==> src/hdl/json_string_unescape_utf8_unit_defines.svh <==
// assertion macros shared by the json string unescape unit
// depends on nothing; clocked on clk_i and disabled while rst_ni is low
`ifndef JSON_STRING_UNESCAPE_UTF8_UNIT_DEFINES_SVH
`define JSON_STRING_UNESCAPE_UTF8_UNIT_DEFINES_SVH
`ifndef ASSERT_OFF
`define JSU_ASSERT(lbl, prop) \
  lbl: assert property (@(posedge clk_i) disable iff (!rst_ni) (prop)) \
    else $error("jsu assertion failed");
`define JSU_ASSERT_NEVER(lbl, cond) \
  lbl: assert property (@(posedge clk_i) disable iff (!rst_ni) !(cond)) \
    else $error("jsu forbidden condition seen");
`else
`define JSU_ASSERT(lbl, prop)
`define JSU_ASSERT_NEVER(lbl, cond)
`endif
`endif

==> src/hdl/jsu_pkg.sv <==
// types, constants and helper functions of the json string unescape unit
// used by the front parser, the group queue and the back serialiser
package jsu_pkg;

  typedef enum logic [2:0] {
    MODE_WAIT      = 3'd0,
    MODE_STRING    = 3'd1,
    MODE_ESCAPE    = 3'd2,
    MODE_HEX_HIGH  = 3'd3,
    MODE_AFTER_HI  = 3'd4,
    MODE_HI_ESCAPE = 3'd5,
    MODE_HEX_LOW   = 3'd6
  } mode_e;

  typedef enum logic [1:0] {
    KIND_DATA      = 2'd0,
    KIND_CLOSED    = 2'd1,
    KIND_MALFORMED = 2'd2
  } kind_e;

  localparam int unsigned GroupMax = 4;
  localparam int unsigned GroupCntW = $clog2(GroupMax + 1);
  localparam int unsigned GroupIdxW = $clog2(GroupMax);
  localparam int unsigned GqDepth = 4;
  localparam int unsigned GqPtrW = $clog2(GqDepth);
  localparam int unsigned GqCntW = $clog2(GqDepth + 1);

  localparam logic [7:0] ChQuote     = 8'h22;
  localparam logic [7:0] ChBackslash = 8'h5c;
  localparam logic [7:0] ChSlash     = 8'h2f;
  localparam logic [7:0] ChSpace     = 8'h20;
  localparam logic [7:0] ChTab       = 8'h09;
  localparam logic [7:0] ChCr        = 8'h0d;
  localparam logic [7:0] ChLf        = 8'h0a;
  localparam logic [7:0] ChU         = 8'h75;
  localparam logic [5:0] HighSurTag  = 6'b110110;
  localparam logic [5:0] LowSurTag   = 6'b110111;

  typedef struct packed {
    logic [7:0] data;
    kind_e      kind;
  } item_t;

  // all results caused by one input byte, oldest in items[0]
  typedef struct packed {
    logic [GroupCntW-1:0]         cnt;
    item_t [GroupMax-1:0]         items;
  } group_t;

  typedef struct packed {
    logic   valid;
    group_t grp;
  } gq_head_t;

  function automatic group_t group_add(group_t g, logic [7:0] d, kind_e k);
    group_t r;
    r = g;
    if (g.cnt < GroupCntW'(GroupMax)) begin
      r.items[g.cnt[GroupIdxW-1:0]].data = d;
      r.items[g.cnt[GroupIdxW-1:0]].kind = k;
      r.cnt = g.cnt + GroupCntW'(1);
    end
    return r;
  endfunction

  function automatic group_t utf8_encode(logic [20:0] cp);
    group_t g;
    g = '0;
    if (cp <= 21'h7f) begin
      g = group_add(g, cp[7:0], KIND_DATA);
    end else if (cp <= 21'h7ff) begin
      g = group_add(g, {3'b110, cp[10:6]}, KIND_DATA);
      g = group_add(g, {2'b10, cp[5:0]}, KIND_DATA);
    end else if (cp <= 21'hffff) begin
      g = group_add(g, {4'b1110, cp[15:12]}, KIND_DATA);
      g = group_add(g, {2'b10, cp[11:6]}, KIND_DATA);
      g = group_add(g, {2'b10, cp[5:0]}, KIND_DATA);
    end else begin
      g = group_add(g, {5'b11110, cp[20:18]}, KIND_DATA);
      g = group_add(g, {2'b10, cp[17:12]}, KIND_DATA);
      g = group_add(g, {2'b10, cp[11:6]}, KIND_DATA);
      g = group_add(g, {2'b10, cp[5:0]}, KIND_DATA);
    end
    return g;
  endfunction

  // {valid, value}
  function automatic logic [4:0] hex_digit(logic [7:0] b);
    logic [4:0] r;
    r = '0;
    if (b inside {[8'h30:8'h39]}) begin
      r = {1'b1, b[3:0]};
    end else if (b inside {[8'h61:8'h66], [8'h41:8'h46]}) begin
      r = {1'b1, b[3:0] + 4'd9};
    end
    return r;
  endfunction

  // {valid, decoded byte}
  function automatic logic [8:0] simple_escape(logic [7:0] b);
    logic [8:0] r;
    case (b)
      ChQuote:     r = {1'b1, ChQuote};
      ChBackslash: r = {1'b1, ChBackslash};
      ChSlash:     r = {1'b1, ChSlash};
      8'h62:       r = {1'b1, 8'h08};
      8'h66:       r = {1'b1, 8'h0c};
      8'h6e:       r = {1'b1, ChLf};
      8'h72:       r = {1'b1, ChCr};
      8'h74:       r = {1'b1, ChTab};
      default:     r = '0;
    endcase
    return r;
  endfunction

endpackage

==> src/hdl/jsu_front.sv <==
// front parser: takes one byte per transaction and turns it into a group of results
// depends on jsu_pkg; feeds jsu_gq
module jsu_front (
  input  logic            clk_i,
  input  logic            rst_ni,
  input  logic            push_i,
  input  logic            full_i,
  input  logic [7:0]      in_byte_i,
  input  logic            end_of_text_i,
  output logic            gq_push_o,
  output jsu_pkg::group_t gq_grp_o
);

  jsu_pkg::mode_e mode_q, mode_d;
  logic [15:0]    hex_q, hex_d;
  logic [1:0]     dig_q, dig_d;
  logic [9:0]     pend_q, pend_d;

  logic            accept;
  logic [4:0]      hx;
  logic [8:0]      esc;
  logic [15:0]     hex_new;
  logic [20:0]     lone_cp;
  logic [20:0]     pair_cp;
  logic            do_fail;
  logic            do_close;
  jsu_pkg::group_t grp;

  assign accept  = push_i && !full_i;
  assign hx      = jsu_pkg::hex_digit(in_byte_i);
  assign esc     = jsu_pkg::simple_escape(in_byte_i);
  assign hex_new = {hex_q[11:0], hx[3:0]};
  assign lone_cp = {5'b0, jsu_pkg::HighSurTag, pend_q};
  assign pair_cp = 21'h10000 + {1'b0, pend_q, hex_new[9:0]};

  always_comb begin
    mode_d   = mode_q;
    hex_d    = hex_q;
    dig_d    = dig_q;
    pend_d   = pend_q;
    grp      = '0;
    do_fail  = 1'b0;
    do_close = 1'b0;
    if (end_of_text_i) begin
      do_fail = 1'b1;
    end else begin
      case (mode_q)
        jsu_pkg::MODE_STRING: begin
          if (in_byte_i == jsu_pkg::ChQuote) begin
            do_close = 1'b1;
          end else if (in_byte_i == jsu_pkg::ChBackslash) begin
            mode_d = jsu_pkg::MODE_ESCAPE;
          end else begin
            grp = jsu_pkg::group_add(grp, in_byte_i, jsu_pkg::KIND_DATA);
          end
        end
        jsu_pkg::MODE_ESCAPE, jsu_pkg::MODE_HI_ESCAPE: begin
          if (in_byte_i == jsu_pkg::ChU) begin
            mode_d = (mode_q == jsu_pkg::MODE_ESCAPE) ? jsu_pkg::MODE_HEX_HIGH
                                                      : jsu_pkg::MODE_HEX_LOW;
            hex_d  = '0;
            dig_d  = '0;
          end else begin
            // a pending high surrogate goes out on its own first
            if (mode_q == jsu_pkg::MODE_HI_ESCAPE) begin
              grp = jsu_pkg::utf8_encode(lone_cp);
            end
            if (esc[8]) begin
              grp    = jsu_pkg::group_add(grp, esc[7:0], jsu_pkg::KIND_DATA);
              mode_d = jsu_pkg::MODE_STRING;
            end else begin
              do_fail = 1'b1;
            end
          end
        end
        jsu_pkg::MODE_HEX_HIGH, jsu_pkg::MODE_HEX_LOW: begin
          if (!hx[4]) begin
            do_fail = 1'b1;
          end else if (dig_q != 2'd3) begin
            hex_d = hex_new;
            dig_d = dig_q + 2'd1;
          end else begin
            hex_d = hex_new;
            if (mode_q == jsu_pkg::MODE_HEX_HIGH) begin
              if (hex_new[15:10] == jsu_pkg::HighSurTag) begin
                pend_d = hex_new[9:0];
                mode_d = jsu_pkg::MODE_AFTER_HI;
              end else begin
                grp    = jsu_pkg::utf8_encode({5'b0, hex_new});
                mode_d = jsu_pkg::MODE_STRING;
              end
            end else if (hex_new[15:10] == jsu_pkg::LowSurTag) begin
              grp    = jsu_pkg::utf8_encode(pair_cp);
              mode_d = jsu_pkg::MODE_STRING;
            end else begin
              do_fail = 1'b1;
            end
          end
        end
        jsu_pkg::MODE_AFTER_HI: begin
          if (in_byte_i == jsu_pkg::ChBackslash) begin
            mode_d = jsu_pkg::MODE_HI_ESCAPE;
          end else begin
            grp = jsu_pkg::utf8_encode(lone_cp);
            if (in_byte_i == jsu_pkg::ChQuote) begin
              do_close = 1'b1;
            end else begin
              grp    = jsu_pkg::group_add(grp, in_byte_i, jsu_pkg::KIND_DATA);
              mode_d = jsu_pkg::MODE_STRING;
            end
          end
        end
        default: begin
          mode_d = jsu_pkg::MODE_WAIT;
          hex_d  = '0;
          dig_d  = '0;
          pend_d = '0;
          if (in_byte_i == jsu_pkg::ChQuote) begin
            mode_d = jsu_pkg::MODE_STRING;
          end else if (!(in_byte_i == jsu_pkg::ChSpace || in_byte_i == jsu_pkg::ChTab ||
                         in_byte_i == jsu_pkg::ChCr || in_byte_i == jsu_pkg::ChLf)) begin
            do_fail = 1'b1;
          end
        end
      endcase
    end
    // closing and failing both end the string and come last in the group
    if (do_fail || do_close) begin
      grp    = jsu_pkg::group_add(grp, 8'h00,
                                  do_fail ? jsu_pkg::KIND_MALFORMED : jsu_pkg::KIND_CLOSED);
      mode_d = jsu_pkg::MODE_WAIT;
      hex_d  = '0;
      dig_d  = '0;
      pend_d = '0;
    end
  end

  always_ff @(posedge clk_i or negedge rst_ni) begin
    if (!rst_ni) begin
      mode_q <= jsu_pkg::MODE_WAIT;
      hex_q  <= '0;
      dig_q  <= '0;
      pend_q <= '0;
    end else if (accept) begin
      mode_q <= mode_d;
      hex_q  <= hex_d;
      dig_q  <= dig_d;
      pend_q <= pend_d;
    end
  end

  assign gq_push_o = accept && (grp.cnt != '0);
  assign gq_grp_o  = grp;

endmodule

==> src/hdl/jsu_gq.sv <==
// short queue of result groups between the front parser and the back serialiser
// depends on jsu_pkg and the assertion macro header
`include "json_string_unescape_utf8_unit_defines.svh"
module jsu_gq (
  input  logic              clk_i,
  input  logic              rst_ni,
  input  logic              push_i,
  input  jsu_pkg::group_t   grp_i,
  output logic              full_o,
  input  logic              pop_i,
  output jsu_pkg::gq_head_t head_o
);

  jsu_pkg::group_t                mem_q [jsu_pkg::GqDepth];
  logic [jsu_pkg::GqPtrW-1:0]     wr_q, wr_d;
  logic [jsu_pkg::GqPtrW-1:0]     rd_q, rd_d;
  logic [jsu_pkg::GqCntW-1:0]     cnt_q, cnt_d;
  logic                           do_push;
  logic                           do_pop;

  assign full_o       = (cnt_q == jsu_pkg::GqCntW'(jsu_pkg::GqDepth));
  assign head_o.valid = (cnt_q != '0);
  assign head_o.grp   = mem_q[rd_q];
  assign do_push      = push_i && !full_o;
  assign do_pop       = pop_i && head_o.valid;

  always_comb begin
    wr_d  = do_push ? wr_q + jsu_pkg::GqPtrW'(1) : wr_q;
    rd_d  = do_pop ? rd_q + jsu_pkg::GqPtrW'(1) : rd_q;
    cnt_d = cnt_q;
    if (do_push && !do_pop) begin
      cnt_d = cnt_q + jsu_pkg::GqCntW'(1);
    end else if (do_pop && !do_push) begin
      cnt_d = cnt_q - jsu_pkg::GqCntW'(1);
    end
  end

  always_ff @(posedge clk_i or negedge rst_ni) begin
    if (!rst_ni) begin
      wr_q  <= '0;
      rd_q  <= '0;
      cnt_q <= '0;
    end else begin
      wr_q  <= wr_d;
      rd_q  <= rd_d;
      cnt_q <= cnt_d;
    end
  end

  always_ff @(posedge clk_i) begin
    if (do_push) begin
      mem_q[wr_q] <= grp_i;
    end
  end

  `JSU_ASSERT(a_cnt_bound, cnt_q <= jsu_pkg::GqCntW'(jsu_pkg::GqDepth))
  `JSU_ASSERT_NEVER(a_push_when_full, push_i && full_o)
  `JSU_ASSERT_NEVER(a_pop_when_empty, pop_i && !head_o.valid)
  `JSU_ASSERT(a_no_empty_group, push_i |-> grp_i.cnt != '0)
  `JSU_ASSERT(a_ptr_track, head_o.valid && !full_o |-> wr_q != rd_q)

endmodule

==> src/hdl/jsu_back.sv <==
// back serialiser: emits the results of each queued group one per transaction
// depends on jsu_pkg and the assertion macro header
`include "json_string_unescape_utf8_unit_defines.svh"
module jsu_back (
  input  logic              clk_i,
  input  logic              rst_ni,
  input  jsu_pkg::gq_head_t head_i,
  output logic              gq_pop_o,
  output logic              empty_o,
  input  logic              pop_i,
  output logic [7:0]        out_byte_o,
  output logic [1:0]        kind_o,
  output logic              last_o
);

  logic [jsu_pkg::GroupIdxW-1:0] idx_q, idx_d;
  logic                          valid_q, valid_d;
  jsu_pkg::item_t                item_q, item_d;
  logic                          last_q, last_d;
  logic                          load;
  logic                          is_last;

  assign load    = head_i.valid && (!valid_q || pop_i);
  assign is_last = ({1'b0, idx_q} == head_i.grp.cnt - jsu_pkg::GroupCntW'(1));

  always_comb begin
    idx_d   = idx_q;
    valid_d = valid_q && !pop_i;
    item_d  = item_q;
    last_d  = last_q;
    if (load) begin
      valid_d = 1'b1;
      item_d  = head_i.grp.items[idx_q];
      last_d  = is_last;
      idx_d   = is_last ? '0 : idx_q + jsu_pkg::GroupIdxW'(1);
    end
  end

  always_ff @(posedge clk_i or negedge rst_ni) begin
    if (!rst_ni) begin
      idx_q   <= '0;
      valid_q <= 1'b0;
    end else begin
      idx_q   <= idx_d;
      valid_q <= valid_d;
    end
  end

  // output payload needs no reset, qualified by valid_q
  always_ff @(posedge clk_i) begin
    item_q <= item_d;
    last_q <= last_d;
  end

  assign gq_pop_o   = load && is_last;
  assign empty_o    = !valid_q;
  assign out_byte_o = item_q.data;
  assign kind_o     = item_q.kind;
  assign last_o     = last_q;

  `JSU_ASSERT(a_idx_in_group, head_i.valid |-> {1'b0, idx_q} < head_i.grp.cnt)
  `JSU_ASSERT(a_idx_needs_head, idx_q != '0 |-> head_i.valid)
  `JSU_ASSERT(a_data_byte_only, valid_q && item_q.kind != jsu_pkg::KIND_DATA |->
              item_q.data == 8'h00 && last_q)

endmodule

==> src/hdl/json_string_unescape_utf8_unit.sv <==
// Top level of the json string unescape unit: decodes json string literals into UTF-8.
// Input channel: push/full, one raw byte (or an end of text mark) per transaction.
// Result channel: empty/pop; out_byte_o, kind_o (0 data, 1 string closed,
// 2 malformed) and last_o (final result caused by that input byte) of the oldest result.
// Each input byte causes zero to four results; last_o marks the end of each burst.
// A result is written into the group queue when its byte is taken and reaches the ports
// from the back serialiser's output register, when nothing is waiting ahead of it.
// Throughput: while pop is high, one byte per cycle if each causes at most one result;
// the back serialiser then sends one result per cycle, holding a byte until all are sent.
// A four-entry group queue between the parser and the serialiser absorbs such bursts;
// full rises only when that queue holds four groups.
// When the receiver stalls (pop low) the output register holds its result, the group
// queue fills and full then stops the input side; nothing is dropped.
// Reset empties the group queue and the output register and returns the parser to
// waiting for an opening quote; no clearing pass is needed.
// depends on jsu_pkg, jsu_front, jsu_gq, jsu_back
module json_string_unescape_utf8_unit (
  input  logic       clk_i,
  input  logic       rst_ni,
  input  logic       push,
  output logic       full,
  input  logic [7:0] in_byte_i,
  input  logic       end_of_text_i,
  output logic       empty,
  input  logic       pop,
  output logic [7:0] out_byte_o,
  output logic [1:0] kind_o,
  output logic       last_o
);

  logic              gq_push;
  jsu_pkg::group_t   gq_grp;
  logic              gq_full;
  logic              gq_pop;
  jsu_pkg::gq_head_t gq_head;

  assign full = gq_full;

  jsu_front u_front (
    .clk_i         (clk_i),
    .rst_ni        (rst_ni),
    .push_i        (push),
    .full_i        (gq_full),
    .in_byte_i     (in_byte_i),
    .end_of_text_i (end_of_text_i),
    .gq_push_o     (gq_push),
    .gq_grp_o      (gq_grp)
  );

  jsu_gq u_gq (
    .clk_i  (clk_i),
    .rst_ni (rst_ni),
    .push_i (gq_push),
    .grp_i  (gq_grp),
    .full_o (gq_full),
    .pop_i  (gq_pop),
    .head_o (gq_head)
  );

  jsu_back u_back (
    .clk_i      (clk_i),
    .rst_ni     (rst_ni),
    .head_i     (gq_head),
    .gq_pop_o   (gq_pop),
    .empty_o    (empty),
    .pop_i      (pop),
    .out_byte_o (out_byte_o),
    .kind_o     (kind_o),
    .last_o     (last_o)
  );

endmodule
==> config.mk <==
export PLATFORM = sky130hd
export DESIGN_NAME = json_string_unescape_utf8_unit
export DESIGN_NICKNAME = d
export VERILOG_FILES = /design/src/hdl/jsu_pkg.sv /design/src/hdl/jsu_front.sv /design/src/hdl/jsu_gq.sv /design/src/hdl/jsu_back.sv /design/src/hdl/json_string_unescape_utf8_unit.sv
export VERILOG_INCLUDE_DIRS = /design/src /design/src/hdl
export SDC_FILE = /design/constraint.sdc
export NUM_CORES = 1
export LEC_CHECK = 0
export BUFFER_PORTS_ARGS = -buffer_cell sky130_fd_sc_hd__buf_2
export CAP_MARGIN = 20
export CORE_MARGIN = 5
export CORE_UTILIZATION = 65
export DETAILED_ROUTE_END_ITERATION = 12
export PLACE_DENSITY_LB_ADDON = 0.2
export SETUP_SLACK_MARGIN = 0.5
export SLEW_MARGIN = 10
export SYNTH_ARGS = -nofsm -noshare
export SYNTH_HDL_FRONTEND = slang
export SYNTH_SLANG_ARGS = --single-unit
==> constraint.sdc <==
create_clock -name clk_i -period 11.4 [get_ports clk_i]
set_clock_uncertainty 0.05 [all_clocks]
set_input_delay 1.14 -clock clk_i [delete_from_list [all_inputs] [get_ports clk_i]]
set_output_delay 1.14 -clock clk_i [all_outputs]
set_load 0.01 [all_outputs]
==> flow_metrics.tcl, run 1 <==
set metrics [dict create \
    critical_path_class "input pin to flip-flop" \
    hold_class "flip-flop to flip-flop" \
    synth_edf_count 175 \
    post_cts_hold_buffer_count 0 \
    powerDensity_nw_per_um2 202 \
    critPathBufInv 4 \
    yosys_most_used_dff "edfxtp_1" \
    cts.repair.resized 0 \
    grt_residual_overflow 0 \
    count_of_mapped_cells_out_of_synthesis 857 \
    result_of_the_run "completed" \
    required_time_at_the_worst_slack_endpoint_ns 11.74 \
    core_area_um2 16500 \
    floorplan.initialDensity_pct 65.8 \
    critical_path.max_fanout 15 \
    first_global_vias 8013 \
    first_pass_grt_wire_length_um 49500 \
    finalWorstSetupSlack_ns 4.39 \
    worst_hold_path.num_cells 1 \
    worst_slew_pin_slew_ns 0.961 \
    grt_setup_unrepaired "no" \
    route.vias.total 8027 \
    final_antenna_net_count 0 \
    area_growth_syn_to_layout_pct 9.57 \
    pin_count_of_the_biggest_net_entering_global_routing 44 \
    avgViaCountPerCell 7.29 \
    drt_iter0_drc 1127 \
    crit_path_start_kind "input pin" \
    ffs_latches_synth 212 \
    report.final.setup_viol 0 \
    timing_hold_violations_final 0 \
    mostFrequentLayoutCell "edfxtp_1" \
    place.detailed.hpwl_um 21000 \
    min_from "u_front.dig_q[1]" \
    grt_antenna_before_repair 1 \
    critical_path.endpoint_type "flip-flop" \
    total_cts_buffers 21 \
    placement_rows 47 \
    num_antenna_cells 0 \
    drive_above_1_share_pct 17.4 \
    crit-reg2reg-launch "u_front.pend_q[6]" \
    vdd_ir_drop_max_mv 0.187 \
    netlist_area_um2 10900 \
    max-slew-margin-rel_pct 36.0 \
    total_number_of_nets_in_the_final_design 901 \
    clock_tree_from_tritoncts "built" \
    cts.clk_slew.worst_paths_ns 0.07 \
    cts_htree_levels 1 \
    fp.dieH_um 139 \
    placement.setup.worst_slack_ns 4.26 \
    cp_top_family "compound AO/OA/AOI/OAI gates" \
    num_io_pins 26 \
    yosys_warnings 0 \
    timing.critical_path.arrival_ns 7.35 \
    clk_latency_worst_skew_pair_ns 0.51 \
    fp.dieW_um 139 \
    gpl.final_weighted_congestion 1.03 \
    cts-root-buf "clkbuf_16" \
    post_cts_buffers 0 \
    slowest_cp_cell "a211oi_1" \
    final-max-slew-violation-count 0 \
    layout_common_cells "edfxtp_1 (175), nand2_1 (84), nor2_1 (69), mux4_2 (50), o21ai_0 (47)" \
    die-area_um2 19400 \
    buffer_ports.inserted 25 \
    p_leak_nw 4.20 \
    worstSetupStartpoint "in_byte_i[3]" \
    synth_fp_nets 891 \
    post-route-drc-count 0 \
    setup_tns_ns 0 \
    fmaxAchievable_mhz 143 \
    async_flop_share_pct 17.5 \
    path_cells "buf_2 > or4b_4 > nor3b_2 > o22a_1 > and4_4 > mux2i_1 > buf_4 > a2111oi_1 > o21a_2 > inv_1 > ha_1 > or3_1 > a211oi_1 > o21bai_2 > a21oi_1 > ha_1 > inv_1 > fa_1 > mux2_2" \
    cts.path.max_buffers 3 \
    yosys.cell_types.count 81 \
    reg2reg_depth 18 \
    drt_first_pass_iters 6 \
    track_usage_pct 33.2 \
    wirelength_um 32100 \
    cap_violations 0 \
    timing.critical_path.depth 19 \
    period_needed_ns 7.01 \
    wl_per_cell_um 29.2 \
    fin_crit_sh_pct 61.5 \
    synthesis.area_per_instance_um2 12.7 \
    synth_sequential_area_ratio_pct 56.9 \
    cts_num_sinks 212 \
    critical_path.max_stage_delay_ns 0.64 \
]
==> through the flow <==
step	area, µm²	hold slack (ns)	power, mW	util [%]	cells
5_1_grt	11900	0.498	2.50	72.1	1101
3_5_place_dp	11200	0.448	1.69	67.8	1063
4_1_cts	11900	0.469	2.41	72.0	1100
6_report	11900	0.462	2.41	72.1	1101
2_1_floorplan	10900	0.406	1.50	-	857
3_3_place_gp	11200	0.424	1.64	67.8	1062
==> synthesized netlist by cell type (7+ instances only) <==
cell type | number | share of area, %
and2_1 | 17 | 0.98
a21oi_1 | 43 | 2.0
buf_1 | 7 | 0.24
ha_1 | 20 | 2.3
nand2b_1 | 13 | 0.75
nor3_1 | 12 | 0.55
nand2_1 | 84 | 2.9
a31oi_1 | 7 | 0.40
nand3_1 | 18 | 0.83
a22oi_1 | 17 | 1.2
clkbuf_1 | 36 | 1.2
edfxtp_1 | 175 | 48
inv_1 | 21 | 0.73
dfrtp_1 | 37 | 8.5
xnor2_1 | 7 | 0.56
mux2i_1 | 14 | 1.3
mux4_2 | 50 | 10
o31ai_1 | 9 | 0.62
nor2_1 | 69 | 2.4
o21ai_0 | 48 | 2.2
==> power breakdown <==
group / internal [mW] / switching (mW)
registers: 0.999 / 0.0792
clock network: 0.412 / 0.294
logic: 0.283 / 0.341
==> cell type report <==
cell class	instances	area, µm²
Timing Repair Buffer	37	219
Clock inverter	13	143
Multi-Input combinational cell	574	4470
Tap cell	220	275
Inverter	21	78.8
Sequential cell	212	6180
Fill cell	1009	4610
Clock buffer	24	547
==> worst reg2reg max path: stages (launching register included) <==
cell and delay (ns):
dfrtp_1 0.50, ha_1 0.23, and2_1 0.19, a21oi_1 0.10, nor4b_1 0.78, mux2i_1 0.17, buf_4 0.24, a2111oi_1 0.48
o21a_2 0.27, inv_1 0.11, ha_1 0.35, or3_1 0.41, a211oi_1 0.64, o21bai_2 0.41, a21oi_1 0.15, ha_1 0.25
inv_1 0.09, fa_1 0.42, mux2_2 0.29
==> cell families (layout without fill, tap and decap cells) <==
kind of cell	after synthesis	count (layout)	synth area share, %
AOI/OAI and AO/OA	200	200	12.5
xor gates and xnor gates	12	12	0.967
adders and majority gates	21	21	2.49
buffers and inverters	71	95	2.56
DFF	212	212	56.9
muxes	69	69	12.2
and+or+nand+nor	272	272	12.5
==> final timing paths <==
| kind | end | slack, ns |
|---|---|---|
| max | u_gq.cnt_q[1] | 4.39 |
| max reg2reg | u_gq.cnt_q[1] | 5.15 |
| min | u_front.dig_q[1] | 0.46 |
| min reg2reg | u_front.dig_q[1] | 0.46 |
| min in group asynchronous | u_gq.cnt_q[1] | 0.71 |
| max in group asynchronous | u_gq.rd_q[0] | 9.97 |
==> routing by layer <==
layer  GRT usage, %  share of wire, %  vias to the layer above  wire length, µm
met4           13.4               5.3                        2             1700
met1           44.4                36                     3866            11500
li1               -                 -                     3333                -
met3           6.66                11                      147             3440
met2           54.2                48                      679            15500
met5              0             0.040                        -               13
==> registers in the layout, indices dropped and copies added, names as in the netlist <==
signal,flops
u_front.hex_q,12
u_back.valid_q,1
u_front.mode_q,3
u_front.pend_q,10
u_back.last_o,1
u_back.out_byte_o,8
u_gq.cnt_q,3
u_front.dig_q,2
u_gq.mem_q,164
u_back.kind_o,2
u_gq.rd_q,2
u_gq.wr_q,2
u_back.idx_q,2
No activity file was read; power rests on OpenSTA's default activity.
==> run 2, diff against run 1 <==
Settings changed: CORE_UTILIZATION 65 to 57.
Clock period 11.4 ns to 6.44 ns, I/O delays scaled along.
==> run 2 against run 1 <==
  * Count of clock-buffer cells in the layout increased by 4
  * Largest power group unchanged
  * Power increased by 72%
  * Design area increased by 0.76%
  * Worst hold slack got worse by 0.23 ns
  * Core utilization decreased by 8.1 points
  * Combinational power increased by 58%
  * First-iteration DRC count decreased by 20%
  * Sequential share of layout area decreased by 0.39 points
  * Non-clock buffer count increased by 8
  * Via count decreased by 4.3%
  * Sequential power increased by 81%
  * Worst setup slack got worse by 3.6 ns
  * Highest routed layer unchanged
==> flow_metrics.tcl, run 2 (synthesis gave the netlist of run 1 again) <==
set metrics [dict create \
    result_of_the_run "completed" \
    crit-reg2reg-launch "u_front.mode_q[1]" \
    critical_path_class "input pin to flip-flop" \
    route.vias.total 7679 \
    final-max-slew-violation-count 0 \
    hold_class "input pin to async pin" \
    fp.dieH_um 148 \
    period_needed_ns 5.70 \
    drive_above_1_share_pct 18.3 \
    post-route-drc-count 0 \
    worst_slew_pin_slew_ns 1.15 \
    avgViaCountPerCell 6.81 \
    total_cts_buffers 23 \
    timing.critical_path.arrival_ns 6.03 \
    fin_crit_sh_pct 88.5 \
    dpl.cell_count 1086 \
    num_io_pins 26 \
    wirelength_um 30200 \
    final_antenna_net_count 0 \
    cts-root-buf "clkbuf_16" \
    fp.dieW_um 148 \
    first_global_vias 7496 \
    dpl-instance-area_um2 11300 \
    placement_rows 50 \
    grt_residual_overflow 0 \
    clock_tree_from_tritoncts "built" \
    vdd_ir_drop_max_mv 0.188 \
    cts_htree_levels 1 \
    design_area_um2 12000 \
    max-slew-margin-rel_pct 23.6 \
    total_number_of_nets_in_the_final_design 911 \
    r2r_end "u_gq.cnt_q[1]" \
    num_antenna_cells 0 \
    registers.top_by_ff_count "u_gq.mem_q" \
    top_flop_regs "u_gq.mem_q (164), u_front.hex_q (12), u_front.pend_q (10)" \
    report.final.setup_viol 0 \
    critical_path.endpoint_type "flip-flop" \
    cts.clk_slew.worst_paths_ns 0.06 \
    grt_setup_unrepaired "no" \
    powerDensity_nw_per_um2 345 \
    wl_per_cell_um 26.8 \
    setup_tns_ns 0 \
    drt_iter0_drc 897 \
    track_usage_pct 27.8 \
    final.fill_count 1397 \
    cts.path.max_buffers 3 \
    largest_reg_flops 164 \
    drt_first_pass_iters 5 \
    die-area_um2 21900 \
    cap_violations 0 \
    first_pass_grt_wire_length_um 46300 \
    reg2reg_depth 17 \
    gpl.final_weighted_congestion 0.991 \
    post_cts_buffers 0 \
    cts_num_sinks 212 \
    floorplan.initialDensity_pct 57.9 \
    core_area_um2 18800 \
    area_growth_syn_to_layout_pct 10.4 \
    r2r_setup_slk_ns 0.80 \
    pin_count_of_the_biggest_net_entering_global_routing 38 \
    setup.worst_path.end "u_gq.cnt_q[1]" \
    clk_latency_worst_skew_pair_ns 0.51 \
    critical_path.max_fanout 11 \
    timing_hold_violations_final 0 \
    fmaxAchievable_mhz 175 \
    mostFrequentLayoutCell "edfxtp_1" \
    buffer_ports.inserted 25 \
    place.detailed.hpwl_um 20800 \
    grt_antenna_before_repair 1 \
    fin_cells 1127 \
    worstSetupStartpoint "in_byte_i[0]" \
    p_leak_nw 4.24 \
    required_time_at_the_worst_slack_endpoint_ns 6.77 \
    layout_common_cells "edfxtp_1 (175), nand2_1 (84), nor2_1 (69), mux4_2 (50), o21ai_0 (47)" \
    crit_path_start_kind "input pin" \
]
run 2: report_power, final:
part           switching [mW]  internal, mW
Sequential              0.181          1.77
Clock                   0.505         0.699
Combinational           0.496         0.492
run 2: stage by stage:
step	util [%]	worst slack (ns)	hold slack (ns)	total power, mW
CTS	63.9	0.718	0.251	4.18
global placement	60.2	0.211	0.422	2.93
finish	63.9	0.741	0.235	4.14
global route	63.9	0.518	0.294	4.33
floorplan	-	0.136	0.298	2.66
detailed placement	60.2	0.226	0.432	2.96
run 2: worst min path at each step:
| stage | start | end | slack (ns) | depth (start not counted) |
|---|---|---|---|---|
| 2_1_floorplan | rst_ni | u_back.idx_q[0] | 0.30 | 0 |
| 3_3_place_gp | u_gq.cnt_q[2] | u_gq.cnt_q[2] | 0.42 | 1 |
| 3_5_place_dp | u_gq.cnt_q[2] | u_gq.cnt_q[2] | 0.43 | 1 |
| 4_1_cts | rst_ni | u_front.pend_q[4] | 0.25 | 1 |
| 5_1_grt | rst_ni | u_front.hex_q[8] | 0.29 | 1 |
| 6_report | rst_ni | u_front.mode_q[1] | 0.23 | 1 |
run 2: area by class of cell:
cell class / count / area (µm²) / share of cell area (%)
Timing Repair Buffer: 45 / 275 / 2.29
Clock buffer: 28 / 594 / 4.95
Tap cell: 234 / 293 / 2.44
Inverter: 21 / 78.8 / 0.657
Multi-Input combinational cell: 574 / 4480 / 37.3
Sequential cell: 212 / 6180 / 51.5
Clock inverter: 13 / 100 / 0.834
run 2: routing by layer:
layer  global-route usage (%)  vias to the layer above  routed length (µm)
li1                         -                     3368                   -
met1                     39.5                     3847               12200
met2                     46.7                      412               14900
met3                     3.99                       50                2460
met4                     5.50                        2                 564
met5                        0                        -                  13
run 2: repair_timing:
item,CTS,global route
endpoints found under the setup margin,0,2
hold buffers,0,0
resized for setup,0,3
run 2: critical path, stage by stage:
cell       delay, ns
buf_2           0.22
inv_1           0.12
ha_1            0.23
nor3b_1         0.18
nor3b_2         0.42
nor2_1          0.11
nor2_1          0.45
o21ai_0         0.29
a2111oi_2       0.40
o21a_2          0.27
inv_1           0.10
ha_1            0.29
or3_1           0.36
a211oi_1        0.44
o21bai_2        0.36
a21oi_1         0.15
ha_1            0.24
inv_1           0.09
fa_1            0.38
mux2_2          0.27
==> run 3, diff against run 2 <==
Settings changed: BUFFER_PORTS_ARGS -buffer_cell sky130_fd_sc_hd__buf_2 to not set, CAP_MARGIN 20 to 25, CORE_UTILIZATION 57 to 58, DONT_BUFFER_PORTS set to 1.
==> run 3 against run 2 <==
  * Sequential power about the same
  * Power shrank 0.64%
  * Maximum frequency rose by 1.9%
  * Design area fell by 1.1%
  * Critical path depth fell by 1
  * Via count shrank 2.3%
  * Count of clock-buffer cells in the layout grew 3
  * Cell count is 2.5% lower
==> flow_metrics.tcl, run 3 (synthesis gave the netlist of run 1 again) <==
set metrics [dict create \
    first_pass_grt_wire_length_um 44600 \
    design_power_total_mw 4.11 \
    gpl.final_weighted_congestion 1.01 \
    clk_latency_worst_skew_pair_ns 0.52 \
    clock_tree_from_tritoncts "built" \
    registers.top_by_ff_count "u_gq.mem_q" \
    avgViaCountPerCell 6.83 \
    buffer_ports.inserted 0 \
    timing.critical_path.arrival_ns 5.94 \
    crit_path_start_kind "input pin" \
    required_time_at_the_worst_slack_endpoint_ns 6.79 \
    cap_violations 0 \
    cts.path.max_buffers 3 \
    floorplan.initialDensity_pct 58.5 \
    worst_hold_path.num_cells 1 \
    final.fill_count 1382 \
    r2r_end "u_gq.cnt_q[1]" \
    die-area_um2 21600 \
    fmaxAchievable_mhz 179 \
    num_antenna_cells 0 \
    fin_hold_ws_ns 0.190 \
    cts-root-buf "clkbuf_16" \
    setup_tns_ns 0 \
    result_of_the_run "completed" \
    mostFrequentLayoutCell "edfxtp_1" \
    max-slew-margin-rel_pct 27.9 \
    dpl.cell_count 1054 \
    num_io_pins 26 \
    p_leak_nw 4.11 \
    critical_path.endpoint_type "flip-flop" \
    post-route-drc-count 0 \
    largest_reg_flops 164 \
    dpl-instance-area_um2 11100 \
    timing_hold_violations_final 0 \
    total_number_of_nets_in_the_final_design 882 \
    placement_rows 50 \
    r2r_setup_slk_ns 0.85 \
    total_cts_buffers 23 \
    drive_above_1_share_pct 14.9 \
    vdd_ir_drop_max_mv 0.197 \
    multi_input_comb_area_um2 4470 \
    cts.clk_slew.worst_paths_ns 0.06 \
    cts_num_sinks 212 \
    critical_path_class "input pin to flip-flop" \
    track_usage_pct 26.8 \
    period_needed_ns 5.59 \
    worst_slew_pin_slew_ns 1.08 \
    final_core_utilization_pct 63.9 \
    cts.repair.resized 0 \
    fin_cells 1099 \
    wirelength_um 29000 \
    placement.setup.worst_slack_ns 0.466 \
    core_area_um2 18600 \
    drt_first_pass_iters 5 \
    wl_per_cell_um 26.4 \
    worstHoldEndpoint "u_back.valid_q" \
    top_flop_regs "u_gq.mem_q (164), u_front.hex_q (12), u_front.pend_q (10)" \
    crit-reg2reg-launch "u_front.hex_q[3]" \
    drt_iter0_drc 655 \
    grt_setup_unrepaired "no" \
    fp.dieH_um 147 \
    fp.dieW_um 147 \
    design_area_um2 11900 \
    min_from "pop" \
    area_growth_syn_to_layout_pct 9.19 \
    place.detailed.hpwl_um 20000 \
    critical_path.max_fanout 10 \
    hold_class "input pin to flip-flop" \
    route.vias.total 7506 \
    report.final.setup_viol 0 \
    powerDensity_nw_per_um2 346 \
    layout_common_cells "edfxtp_1 (175), nand2_1 (84), nor2_1 (69), mux4_2 (50), o21ai_0 (47)" \
    reg2reg_depth 17 \
    grt_residual_overflow 0 \
    pin_count_of_the_biggest_net_entering_global_routing 43 \
    first_global_vias 7370 \
    grt_antenna_before_repair 0 \
    cts_htree_levels 1 \
    final-max-slew-violation-count 0 \
    finalWorstSetupSlack_ns 0.847 \
    fin_crit_sh_pct 86.9 \
    sequential_cell_area_um2 6180 \
    final_antenna_net_count 0 \
]
==> run 3: changes by cell type in the layout (fill, tap and decap cells not counted), moves of 2 or more <==
cell and delta:
buf_4 -7, clkinvlp_4 +2, inv_6 -2, clkinv_2 -4, clkinv_4 -2, buf_2 -25
clkbuf_1 +2, clkinv_1 +2
==> run 3: worst max-delay path, stage by stage <==
cell,delay (ns)
inv_1,0.13
ha_1,0.27
nor3b_1,0.12
nor4b_1,0.60
o22a_1,0.29
and4_4,0.25
mux2_2,0.44
o211a_1,0.26
nor2_1,0.19
inv_1,0.12
ha_1,0.32
or3_1,0.35
a211oi_1,0.46
o21bai_2,0.37
a21oi_1,0.15
ha_1,0.24
inv_1,0.08
fa_1,0.39
mux2_2,0.26
==> run 3: power breakdown <==
| group | internal [mW] | switching, mW |
|---|---|---|
| clock | 0.715 | 0.512 |
| sequential | 1.77 | 0.217 |
| combinational | 0.469 | 0.432 |
| total | 2.95 | 1.16 |
==> run 3: worst max-delay path by stage <==
stage | from | endpoint | slack (ns) | cells after the start
floorplan | in_byte_i[0] | u_gq.mem_q[0][0] | 0.14 | 16
global placement | in_byte_i[3] | u_gq.cnt_q[1] | 0.64 | 17
detailed placement | in_byte_i[1] | u_gq.cnt_q[1] | 0.47 | 19
CTS | in_byte_i[1] | u_gq.cnt_q[1] | 0.97 | 19
global route | u_front.hex_q[3] | u_gq.cnt_q[1] | 0.55 | 16
finish | in_byte_i[1] | u_gq.cnt_q[1] | 0.85 | 19
==> run 3: area by class of cell <==
type | count | area share [%]
Timing Repair Buffer | 16 | 1.17
Multi-Input combinational cell | 574 | 37.6
Clock buffer | 31 | 5.19
Tap cell | 234 | 2.47
Inverter | 21 | 0.664
Clock inverter | 11 | 0.791
Sequential cell | 212 | 52.1
==> run 3: repair_timing <==
item                      CTS  global route
hold buffers                2             0
hold endpoints to repair   37             0
setup buffers               0             0
==> run 3: metal layers <==
metal	wire, µm	global-route usage [%]	share of wire [%]	up-vias
met5	0	0	0	-
met4	1080	8.20	3.7	0
met3	1670	3.21	5.8	69
met2	14300	45.1	49	325
met1	11900	37.1	41	3804
li1	-	-	-	3308
